## config.mk

```make
export PLATFORM = sky130hd
export DESIGN_NAME = pnf_cell
export DESIGN_NICKNAME = d
export VERILOG_FILES = /design/src/hdl/pnf_pkg.sv /design/src/hdl/pnf_ram.sv /design/src/hdl/pnf_cell.sv
export SDC_FILE = /design/constraint.sdc
export NUM_CORES = 1
export LEC_CHECK = 0
export ABC_AREA = 1
export ABC_CLOCK_PERIOD_IN_PS = 4420
export BUFFER_PORTS_ARGS = -buffer_cell sky130_fd_sc_hd__clkbuf_2
export CELL_PAD_IN_SITES_DETAIL_PLACEMENT = 1
export CELL_PAD_IN_SITES_GLOBAL_PLACEMENT = 2
export CORE_MARGIN = 2
export CORE_UTILIZATION = 35
export DETAILED_ROUTE_END_ITERATION = 8
export GPL_TIMING_DRIVEN = 0
export PLACE_DENSITY_LB_ADDON = 0.1
export SYNTH_ARGS = -nofsm -noshare
export SYNTH_HDL_FRONTEND = slang
export SYNTH_SLANG_ARGS = --single-unit
```

## constraint.sdc

```tcl
create_clock -name i_clk -period 4.42 [get_ports i_clk]
set_input_delay 0.221 -clock i_clk [delete_from_list [all_inputs] [get_ports i_clk]]
set_output_delay 0.221 -clock i_clk [all_outputs]
set_load 0.02 [all_outputs]
```

## src/hdl/pnf_pkg.sv

```systemverilog
// Package for the place/transition net firing engine.
// Holds operation codes, sequencer states and the words passed between cells.
// No dependencies.
package pnf_pkg;

    localparam int VALUE_W   = 16;
    localparam int IDX_W     = 4;
    localparam int CNT_W     = 5;
    localparam int OP_W      = 3;
    localparam int CFG_IDX_W = 2;

    localparam logic [CFG_IDX_W-1:0] CFG_NUM_PLACES = 2'd0;
    localparam logic [CFG_IDX_W-1:0] CFG_NUM_TRANS  = 2'd1;
    localparam logic [CNT_W-1:0]     CNT_RESET      = 5'd16;

    typedef enum logic [OP_W-1:0] {
        OP_SET_IN   = 3'd0,
        OP_SET_OUT  = 3'd1,
        OP_SET_MARK = 3'd2,
        OP_FIRE     = 3'd3,
        OP_TEST     = 3'd4,
        OP_RD_MARK  = 3'd5,
        OP_RD_IN    = 3'd6,
        OP_RD_OUT   = 3'd7
    } t_op;

    typedef enum logic [1:0] {
        RSEL_TOK = 2'd0,
        RSEL_IN  = 2'd1,
        RSEL_OUT = 2'd2
    } t_rsel;

    typedef enum logic [2:0] {
        ST_CLEAR      = 3'd0,
        ST_IDLE       = 3'd1,
        ST_ISSUE      = 3'd2,
        ST_LAUNCH_CHK = 3'd3,
        ST_WAIT_CHK   = 3'd4,
        ST_LAUNCH_UPD = 3'd5,
        ST_WAIT_UPD   = 3'd6,
        ST_DONE       = 3'd7
    } t_state;

    typedef struct packed {
        logic  clear;
        logic  wr_in;
        logic  wr_out;
        logic  wr_tok;
        t_rsel rd_sel;
    } t_cell_ctl;

    typedef struct packed {
        logic               act;
        logic               upd;
        logic               en;
        logic               sat;
        logic [VALUE_W-1:0] val;
    } t_word;

endpackage

```

## src/hdl/pnf_ram.sv

```systemverilog
// Generic single-write, single-read RAM with registered read data.
// No dependencies.
module pnf_ram #(
    parameter int WIDTH = 16,
    parameter int DEPTH = 16
) (
    input  logic                     i_clk,
    input  logic                     i_we,
    input  logic [$clog2(DEPTH)-1:0] i_waddr,
    input  logic [WIDTH-1:0]         i_wdata,
    input  logic [$clog2(DEPTH)-1:0] i_raddr,
    output logic [WIDTH-1:0]         o_rdata
);

    logic [WIDTH-1:0] r_mem [DEPTH];
    logic [WIDTH-1:0] r_rdata;

    always_ff @(posedge i_clk) begin
        if (i_we) begin
            r_mem[i_waddr] <= i_wdata;
        end
        r_rdata <= r_mem[i_raddr];
    end

    assign o_rdata = r_rdata;

endmodule

```

## src/hdl/pnf_cell.sv

```systemverilog
// One place of the net: its token count and its input and output arc weights for every transition.
// Depends on pnf_pkg and pnf_ram.
module pnf_cell #(
    parameter int WEIGHT_BITS     = 16,
    parameter int MAX_TRANSITIONS = 16,
    parameter int CELL_IDX        = 0
) (
    input  logic                               i_clk,
    input  logic                               i_rst_n,
    input  pnf_pkg::t_cell_ctl                 i_ctl,
    input  logic [pnf_pkg::CNT_W-1:0]          i_num_places,
    input  logic [pnf_pkg::IDX_W-1:0]          i_place,
    input  logic [$clog2(MAX_TRANSITIONS)-1:0] i_waddr,
    input  logic [$clog2(MAX_TRANSITIONS)-1:0] i_raddr,
    input  logic [WEIGHT_BITS-1:0]             i_wdata,
    input  pnf_pkg::t_word                     i_word,
    output pnf_pkg::t_word                     o_word
);

    localparam int VW = pnf_pkg::VALUE_W;

    logic [WEIGHT_BITS-1:0]    r_tok;
    logic [WEIGHT_BITS-1:0]    n_tok;
    pnf_pkg::t_word            r_word;
    pnf_pkg::t_word            n_word;
    logic [WEIGHT_BITS-1:0]    w_in_rd;
    logic [WEIGHT_BITS-1:0]    w_out_rd;
    logic [WEIGHT_BITS-1:0]    w_ram_wdata;
    logic                      w_we_in;
    logic                      w_we_out;
    logic                      w_sel;
    logic                      w_active;
    logic [WEIGHT_BITS:0]      w_sum;
    logic [WEIGHT_BITS+VW-1:0] w_tok_ext;
    logic [WEIGHT_BITS+VW-1:0] w_in_ext;
    logic [WEIGHT_BITS+VW-1:0] w_out_ext;

    assign w_sel       = int'(i_place) == CELL_IDX;
    assign w_active    = int'(i_num_places) > CELL_IDX;
    assign w_we_in     = i_ctl.clear | (i_ctl.wr_in & w_sel);
    assign w_we_out    = i_ctl.clear | (i_ctl.wr_out & w_sel);
    assign w_ram_wdata = i_ctl.clear ? '0 : i_wdata;

    pnf_ram #(
        .WIDTH (WEIGHT_BITS),
        .DEPTH (MAX_TRANSITIONS)
    ) u_in_ram (
        .i_clk   (i_clk),
        .i_we    (w_we_in),
        .i_waddr (i_waddr),
        .i_wdata (w_ram_wdata),
        .i_raddr (i_raddr),
        .o_rdata (w_in_rd)
    );

    pnf_ram #(
        .WIDTH (WEIGHT_BITS),
        .DEPTH (MAX_TRANSITIONS)
    ) u_out_ram (
        .i_clk   (i_clk),
        .i_we    (w_we_out),
        .i_waddr (i_waddr),
        .i_wdata (w_ram_wdata),
        .i_raddr (i_raddr),
        .o_rdata (w_out_rd)
    );

    assign w_sum     = {1'b0, r_tok} - {1'b0, w_in_rd} + {1'b0, w_out_rd};
    assign w_tok_ext = {{VW{1'b0}}, r_tok};
    assign w_in_ext  = {{VW{1'b0}}, w_in_rd};
    assign w_out_ext = {{VW{1'b0}}, w_out_rd};

    always_comb begin
        n_tok = r_tok;
        priority if (i_ctl.wr_tok && w_sel) begin
            n_tok = i_wdata;
        end else if (i_word.act && i_word.upd && w_active) begin
            n_tok = w_sum[WEIGHT_BITS] ? '1 : w_sum[WEIGHT_BITS-1:0];
        end else begin
            n_tok = r_tok;
        end
    end

    always_comb begin
        n_word = i_word;
        if (i_word.act) begin
            if (i_word.upd) begin
                if (w_active) begin
                    n_word.sat = i_word.sat | w_sum[WEIGHT_BITS];
                end
            end else begin
                if (w_active && (r_tok < w_in_rd)) begin
                    n_word.en = 1'b0;
                end
                if (w_sel) begin
                    unique case (i_ctl.rd_sel)
                        pnf_pkg::RSEL_IN:  n_word.val = w_in_ext[VW-1:0];
                        pnf_pkg::RSEL_OUT: n_word.val = w_out_ext[VW-1:0];
                        default:           n_word.val = w_tok_ext[VW-1:0];
                    endcase
                end
            end
        end
    end

    always_ff @(posedge i_clk) begin
        if (!i_rst_n) begin
            r_tok  <= '0;
            r_word <= '0;
        end else begin
            r_tok  <= n_tok;
            r_word <= n_word;
        end
    end

    assign o_word = r_word;

endmodule

```

==> impl_results.html <==
<table>
<tr><th>Metric</th><th>Value</th></tr>
<tr><th colspan="2">Outcome</th></tr>
<tr><td>Outcome</td><td>finished clean</td></tr>
<tr><th colspan="2">Clocking</th></tr>
<tr><td>Buffer count from post-CTS setup fixing</td><td>0</td></tr>
<tr><td>Clock network latency to the later pin of the worst-skew pair</td><td>just over 0.6 ns</td></tr>
<tr><td>Clock slew seen by the registers of the worst setup and hold paths</td><td>around 0.060 ns</td></tr>
<tr><td>Root Driver</td><td>clkbuf_16</td></tr>
<tr><td>CTS tree</td><td>yes</td></tr>
<tr><td>Clock tree buffer depth</td><td>3</td></tr>
<tr><td>CTS hold repair buffers</td><td>21</td></tr>
<tr><td>Number of H-tree branching levels</td><td>3</td></tr>
<tr><td>TritonCTS sink count</td><td>580</td></tr>
<tr><td>Post-CTS resize count</td><td>0</td></tr>
<tr><td>Number of buffers inserted during clock tree synthesis</td><td>67</td></tr>
<tr><th colspan="2">Worst setup path</th></tr>
<tr><td>Critical path required time</td><td>4.91 ns</td></tr>
<tr><td>Worst Path Max Fanout</td><td>10</td></tr>
<tr><td>Top Family by Delay on Critical Path</td><td>adder cells</td></tr>
<tr><td>Critical path, cell by cell</td><td>inv_1 -&gt; ha_1 -&gt; inv_1 -&gt; ha_1 -&gt; inv_1 -&gt; fa_1 -&gt; inv_1 -&gt; nand3_1 -&gt; nand2_4 -&gt; nand2_2 -&gt; nand2_2 -&gt; nand2_2 -&gt; nand2_1 -&gt; nand2_1 -&gt; nand2_2 -&gt; nand3_2 -&gt; buf_6 -&gt; o21bai_1 -&gt; inv_1</td></tr>
<tr><td>Launching instance or port of the critical path</td><td>u_out_ram.o_rdata[0]$_DFF_P_</td></tr>
<tr><td>Slowest CP cell</td><td>fa_1</td></tr>
<tr><td>Maximum cell stage delay along the critical path</td><td>0.47 ns</td></tr>
<tr><td>Critical Path Start Type</td><td>flip-flop</td></tr>
<tr><td>Sum of buffers and inverters on the critical path</td><td>6</td></tr>
<tr><td>Critical path's most frequent cell</td><td>inv_1</td></tr>
<tr><td>Worst setup path class</td><td>reg2reg</td></tr>
<tr><td>Arrival time worst endpoint</td><td>3.46 ns</td></tr>
<tr><td>Sort of element at the end of the critical path</td><td>flip-flop</td></tr>
<tr><td>Critical register-to-register path startpoint</td><td>u_out_ram.o_rdata[0]$_DFF_P_</td></tr>
<tr><th colspan="2">Placement</th></tr>
<tr><td>Placed instance area</td><td>27500 µm²</td></tr>
<tr><td>Number of cells in the design after placement</td><td>3071</td></tr>
<tr><td>Count of port buffers added during placement</td><td>76</td></tr>
<tr><td>GPL Wtd Cong</td><td>between 0.8 and 0.9</td></tr>
<tr><td>Placed wire-length estimate</td><td>65.7 mm</td></tr>
<tr><th colspan="2">Synth</th></tr>
<tr><td>Flops &amp; latches, synth</td><td>a little under 600</td></tr>
<tr><td>Simple logic cell fraction of the synthesized area</td><td>5.36%</td></tr>
<tr><td>Count of cell types in the netlist</td><td>40</td></tr>
<tr><td>Multiplexer area fraction after synthesis</td><td>5.15%</td></tr>
<tr><td>Fraction of the mapped netlist area in adder cells</td><td>3.00%</td></tr>
<tr><td>Main combinational cell family by area after synthesis</td><td>compound AO/OA/AOI/OAI gates</td></tr>
<tr><td>Post-synthesis instance total</td><td>2012</td></tr>
<tr><td>Seq/Total Area, Yosys</td><td>67.2%</td></tr>
<tr><td>Compound-gate portion of the synthesized area</td><td>12.2%</td></tr>
<tr><td>Xor and xnor area share after synthesis</td><td>0.387%</td></tr>
<tr><td>Number of warnings issued by yosys</td><td>0</td></tr>
<tr><td>Average size of a mapped cell</td><td>12.4 µm²</td></tr>
<tr><td>Synthesized Nets</td><td>2123</td></tr>
<tr><td>Post-Syn Area</td><td>24900 µm²</td></tr>
<tr><th colspan="2">Final layout</th></tr>
<tr><td>Share of the core filled with cells in the final layout</td><td>42.5%</td></tr>
<tr><td>Fin nets</td><td>between 2000 and 2500</td></tr>
<tr><td>Fraction of layout instances using a drive strength above 1</td><td>13.8%</td></tr>
<tr><td>Post-route cell area</td><td>29900 µm²</td></tr>
<tr><td>Layout-stage area growth over the synthesis result</td><td>19.9%</td></tr>
<tr><td>Final cell count without fillers</td><td>3216</td></tr>
<tr><th colspan="2">Drt</th></tr>
<tr><td>Number of vias after detailed routing</td><td>16768</td></tr>
<tr><td>Avg Vias per Cell</td><td>about 5.2</td></tr>
<tr><td>Post-route DRC</td><td>0</td></tr>
<tr><td>Final routed wirelength across all metal layers</td><td>90.9 mm</td></tr>
<tr><td>Total iterations of the first detailed-routing run</td><td>5</td></tr>
<tr><td>Wire per inst</td><td>approximately 28 µm</td></tr>
<tr><td>Antenna viol nets, final</td><td>0</td></tr>
<tr><td>Iter 0 DRT Violations</td><td>1357</td></tr>
<tr><th colspan="2">Hold path</th></tr>
<tr><td>Path type of the worst min-delay path</td><td>in2reg</td></tr>
<tr><td>Min-delay src</td><td>i_wdata[4]</td></tr>
<tr><th colspan="2">Floorplanning</th></tr>
<tr><td>DIE WIDTH</td><td>271 µm</td></tr>
<tr><td>Initial core utilization</td><td>between 30% and 40%</td></tr>
<tr><td>Floorplan die area</td><td>73300 µm²</td></tr>
<tr><td>Core area</td><td>between 70000 and 80000 µm²</td></tr>
<tr><td>Number of top-level pins</td><td>81</td></tr>
<tr><td>Cell row count</td><td>97</td></tr>
<tr><td>Die outline height</td><td>271 µm</td></tr>
<tr><th colspan="2">Timing</th></tr>
<tr><td>Final setup violation count</td><td>0</td></tr>
<tr><td>Period utilisation layout</td><td>around two thirds</td></tr>
<tr><td>Relative slew margins</td><td>28.3%</td></tr>
<tr><td>Final hold vios</td><td>0</td></tr>
<tr><td>Achievable clock frequency</td><td>~0.34 GHz</td></tr>
<tr><td>Worst Skew</td><td>0.0274 ns</td></tr>
<tr><td>Slew Limit Fails</td><td>0</td></tr>
<tr><td>Slew @ Worst Pin</td><td>1.07 ns</td></tr>
<tr><td>Unrepaired setup endpoints after global routing</td><td>no</td></tr>
<tr><td>Setup TNS</td><td>0 ns</td></tr>
<tr><td>Time the worst path needs with I/O delays and setup</td><td>2.97 ns</td></tr>
<tr><th colspan="2">Job</th></tr>
<tr><td>Max Cap Violations</td><td>0</td></tr>
<tr><th colspan="2">GRT</th></tr>
<tr><td>Largest net degree at the start of global routing</td><td>33</td></tr>
<tr><td>Aggregate global-route resource usage</td><td>around a quarter</td></tr>
<tr><td>Wire length of the first global-routing pass</td><td>around 130 mm</td></tr>
<tr><td>Antenna violations before repair</td><td>3</td></tr>
<tr><td>Total overflow reported by the global router</td><td>0</td></tr>
<tr><td>Via count of the first global-routing pass</td><td>about 18000</td></tr>
<tr><th colspan="2">Power and ir drop</th></tr>
<tr><td>Cell leakage power</td><td>11.2 nW</td></tr>
<tr><td>Total design power</td><td>0.0135 W</td></tr>
<tr><td>Power density over the cells</td><td>453 nW/µm²</td></tr>
<tr><td>Largest vdd supply drop</td><td>between 0.0003 and 0.0004 V</td></tr>
</table>
[report_power, final]
part | switching [W] | internal [W]
Combinational | 0.00126 | 0.000575
Sequential | 0.0000786 | 0.00613
Clock | 0.00233 | 0.00315
Total | 0.00367 | 0.00985
[cell families (layout without fill, tap and decap cells)]
family          Yosys count  after routing
xor+xnor                 11             11
mux                     128            128
compound gates          515            515
other cells               0              1
fa+ha+maj                50             50
flops                   580            580
simple gates            320            320
buf+inv                 408            671
[layout by cell type, fill, tap and decap left out, drive strengths merged, types with 64 or more instances in the layout]
master,count
edfxtp,512
inv,301
clkbuf,236
nand2,193
o21ai,179
a21oi,149
mux2i,128
o211ai,128
buf,78
dfxtp,68
nor2,64
[worst reg2reg max path, stage by stage, from the launching register on]
cell and delay, ns:
dfxtp_1 0.39, inv_1 0.10, ha_1 0.27, inv_1 0.06, ha_1 0.19, inv_1 0.08, fa_1 0.47, inv_1 0.10
nand3_1 0.11, nand2_4 0.11, nand2_2 0.05, nand2_2 0.11, nand2_2 0.08, nand2_1 0.06, nand2_1 0.06, nand2_2 0.12
nand3_2 0.09, buf_6 0.18, o21bai_1 0.17, inv_1 0.05
[flip-flops by register name, summed over array words and instances (netlist names)]
name	count
u_in_ram.o_rdata	16
u_in_ram.r_mem	256
u_out_ram.r_mem	256
o_word	20
r_tok	16
u_out_ram.o_rdata	16
[layer usage]
| metal | routed length, µm | up-vias | global-route usage, % |
|---|---|---|---|
| li1 | - | 7600 | - |
| met1 | 40600 | 8669 | 33.4 |
| met2 | 44300 | 376 | 42.0 |
| met3 | 3240 | 123 | 2.96 |
| met4 | 2780 | 0 | 7.62 |
| met5 | 0 | - | 0 |
[cells in the mapped netlist]
library cell / instances / area [µm²]
o21ai_1: 10 / 50.1
fa_1: 16 / 320
a21o_1: 1 / 7.51
nand3_2: 1 / 10.0
o221ai_1: 13 / 114
or2_2: 1 / 6.26
a31oi_1: 18 / 113
nand2_2: 8 / 50.1
buf_4: 6 / 45.0
nor3_1: 4 / 20.0
o21a_1: 2 / 15.0
o21bai_2: 3 / 33.8
o21ai_0: 169 / 846
buf_6: 13 / 146
o22ai_1: 15 / 93.8
nor2_1: 63 / 236
nand2_1: 184 / 691
ha_1: 34 / 425
nand3b_1: 2 / 15.0
inv_1: 296 / 1110
a21oi_2: 1 / 8.76
mux2i_1: 128 / 1280
and3_1: 3 / 18.8
o211ai_1: 128 / 961
clkbuf_1: 74 / 278
dfxtp_1: 68 / 1360
a21oi_1: 148 / 741
o21bai_1: 7 / 52.6
clkinv_1: 1 / 3.75
nand4_1: 3 / 18.8
edfxtp_1: 512 / 15400
buf_2: 13 / 65.1
buf_1: 3 / 11.3
nand3_1: 48 / 240
nand2_4: 1 / 11.3
xor2_1: 8 / 70.1
nor2_4: 1 / 11.3
inv_2: 2 / 7.51
xnor2_1: 3 / 26.3
nor4_1: 1 / 6.26
[final cells by class]
cell class | instances | area, µm²
Buffer | 109 | 547
Sequential cell | 580 | 16700
Multi-Input combinational cell | 1024 | 6690
Inverter | 299 | 1120
Tap cell | 940 | 1180
Clock buffer | 86 | 1800
Antenna cell | 1 | 2.50
Clock inverter | 37 | 352
Fill cell | 7332 | 40400
Timing Repair Buffer | 140 | 1430
[stage by stage]
step                hold slack (ns)  worst slack, ns
floorplan                     0.314             1.99
global route                 0.0445             1.32
detailed placement            0.439             1.16
CTS                          0.0244             1.47
global placement              0.441           0.0830
finish                       0.0576             1.45
[worst paths after layout]
path | end | slack [ns] | depth (start not counted)
hold / removal | u_in_ram.r_mem[11][4]$_DFFE_PP_ | 0.06 | 3
hold reg to reg | r_tok[13]$_SDFFE_PN0P_ | 0.53 | 2
setup / recovery | r_tok[5]$_SDFFE_PN0P_ | 1.45 | 19
setup reg to reg | r_tok[5]$_SDFFE_PN0P_ | 1.45 | 19
Note: power is estimated with default switching activity, not from simulation.
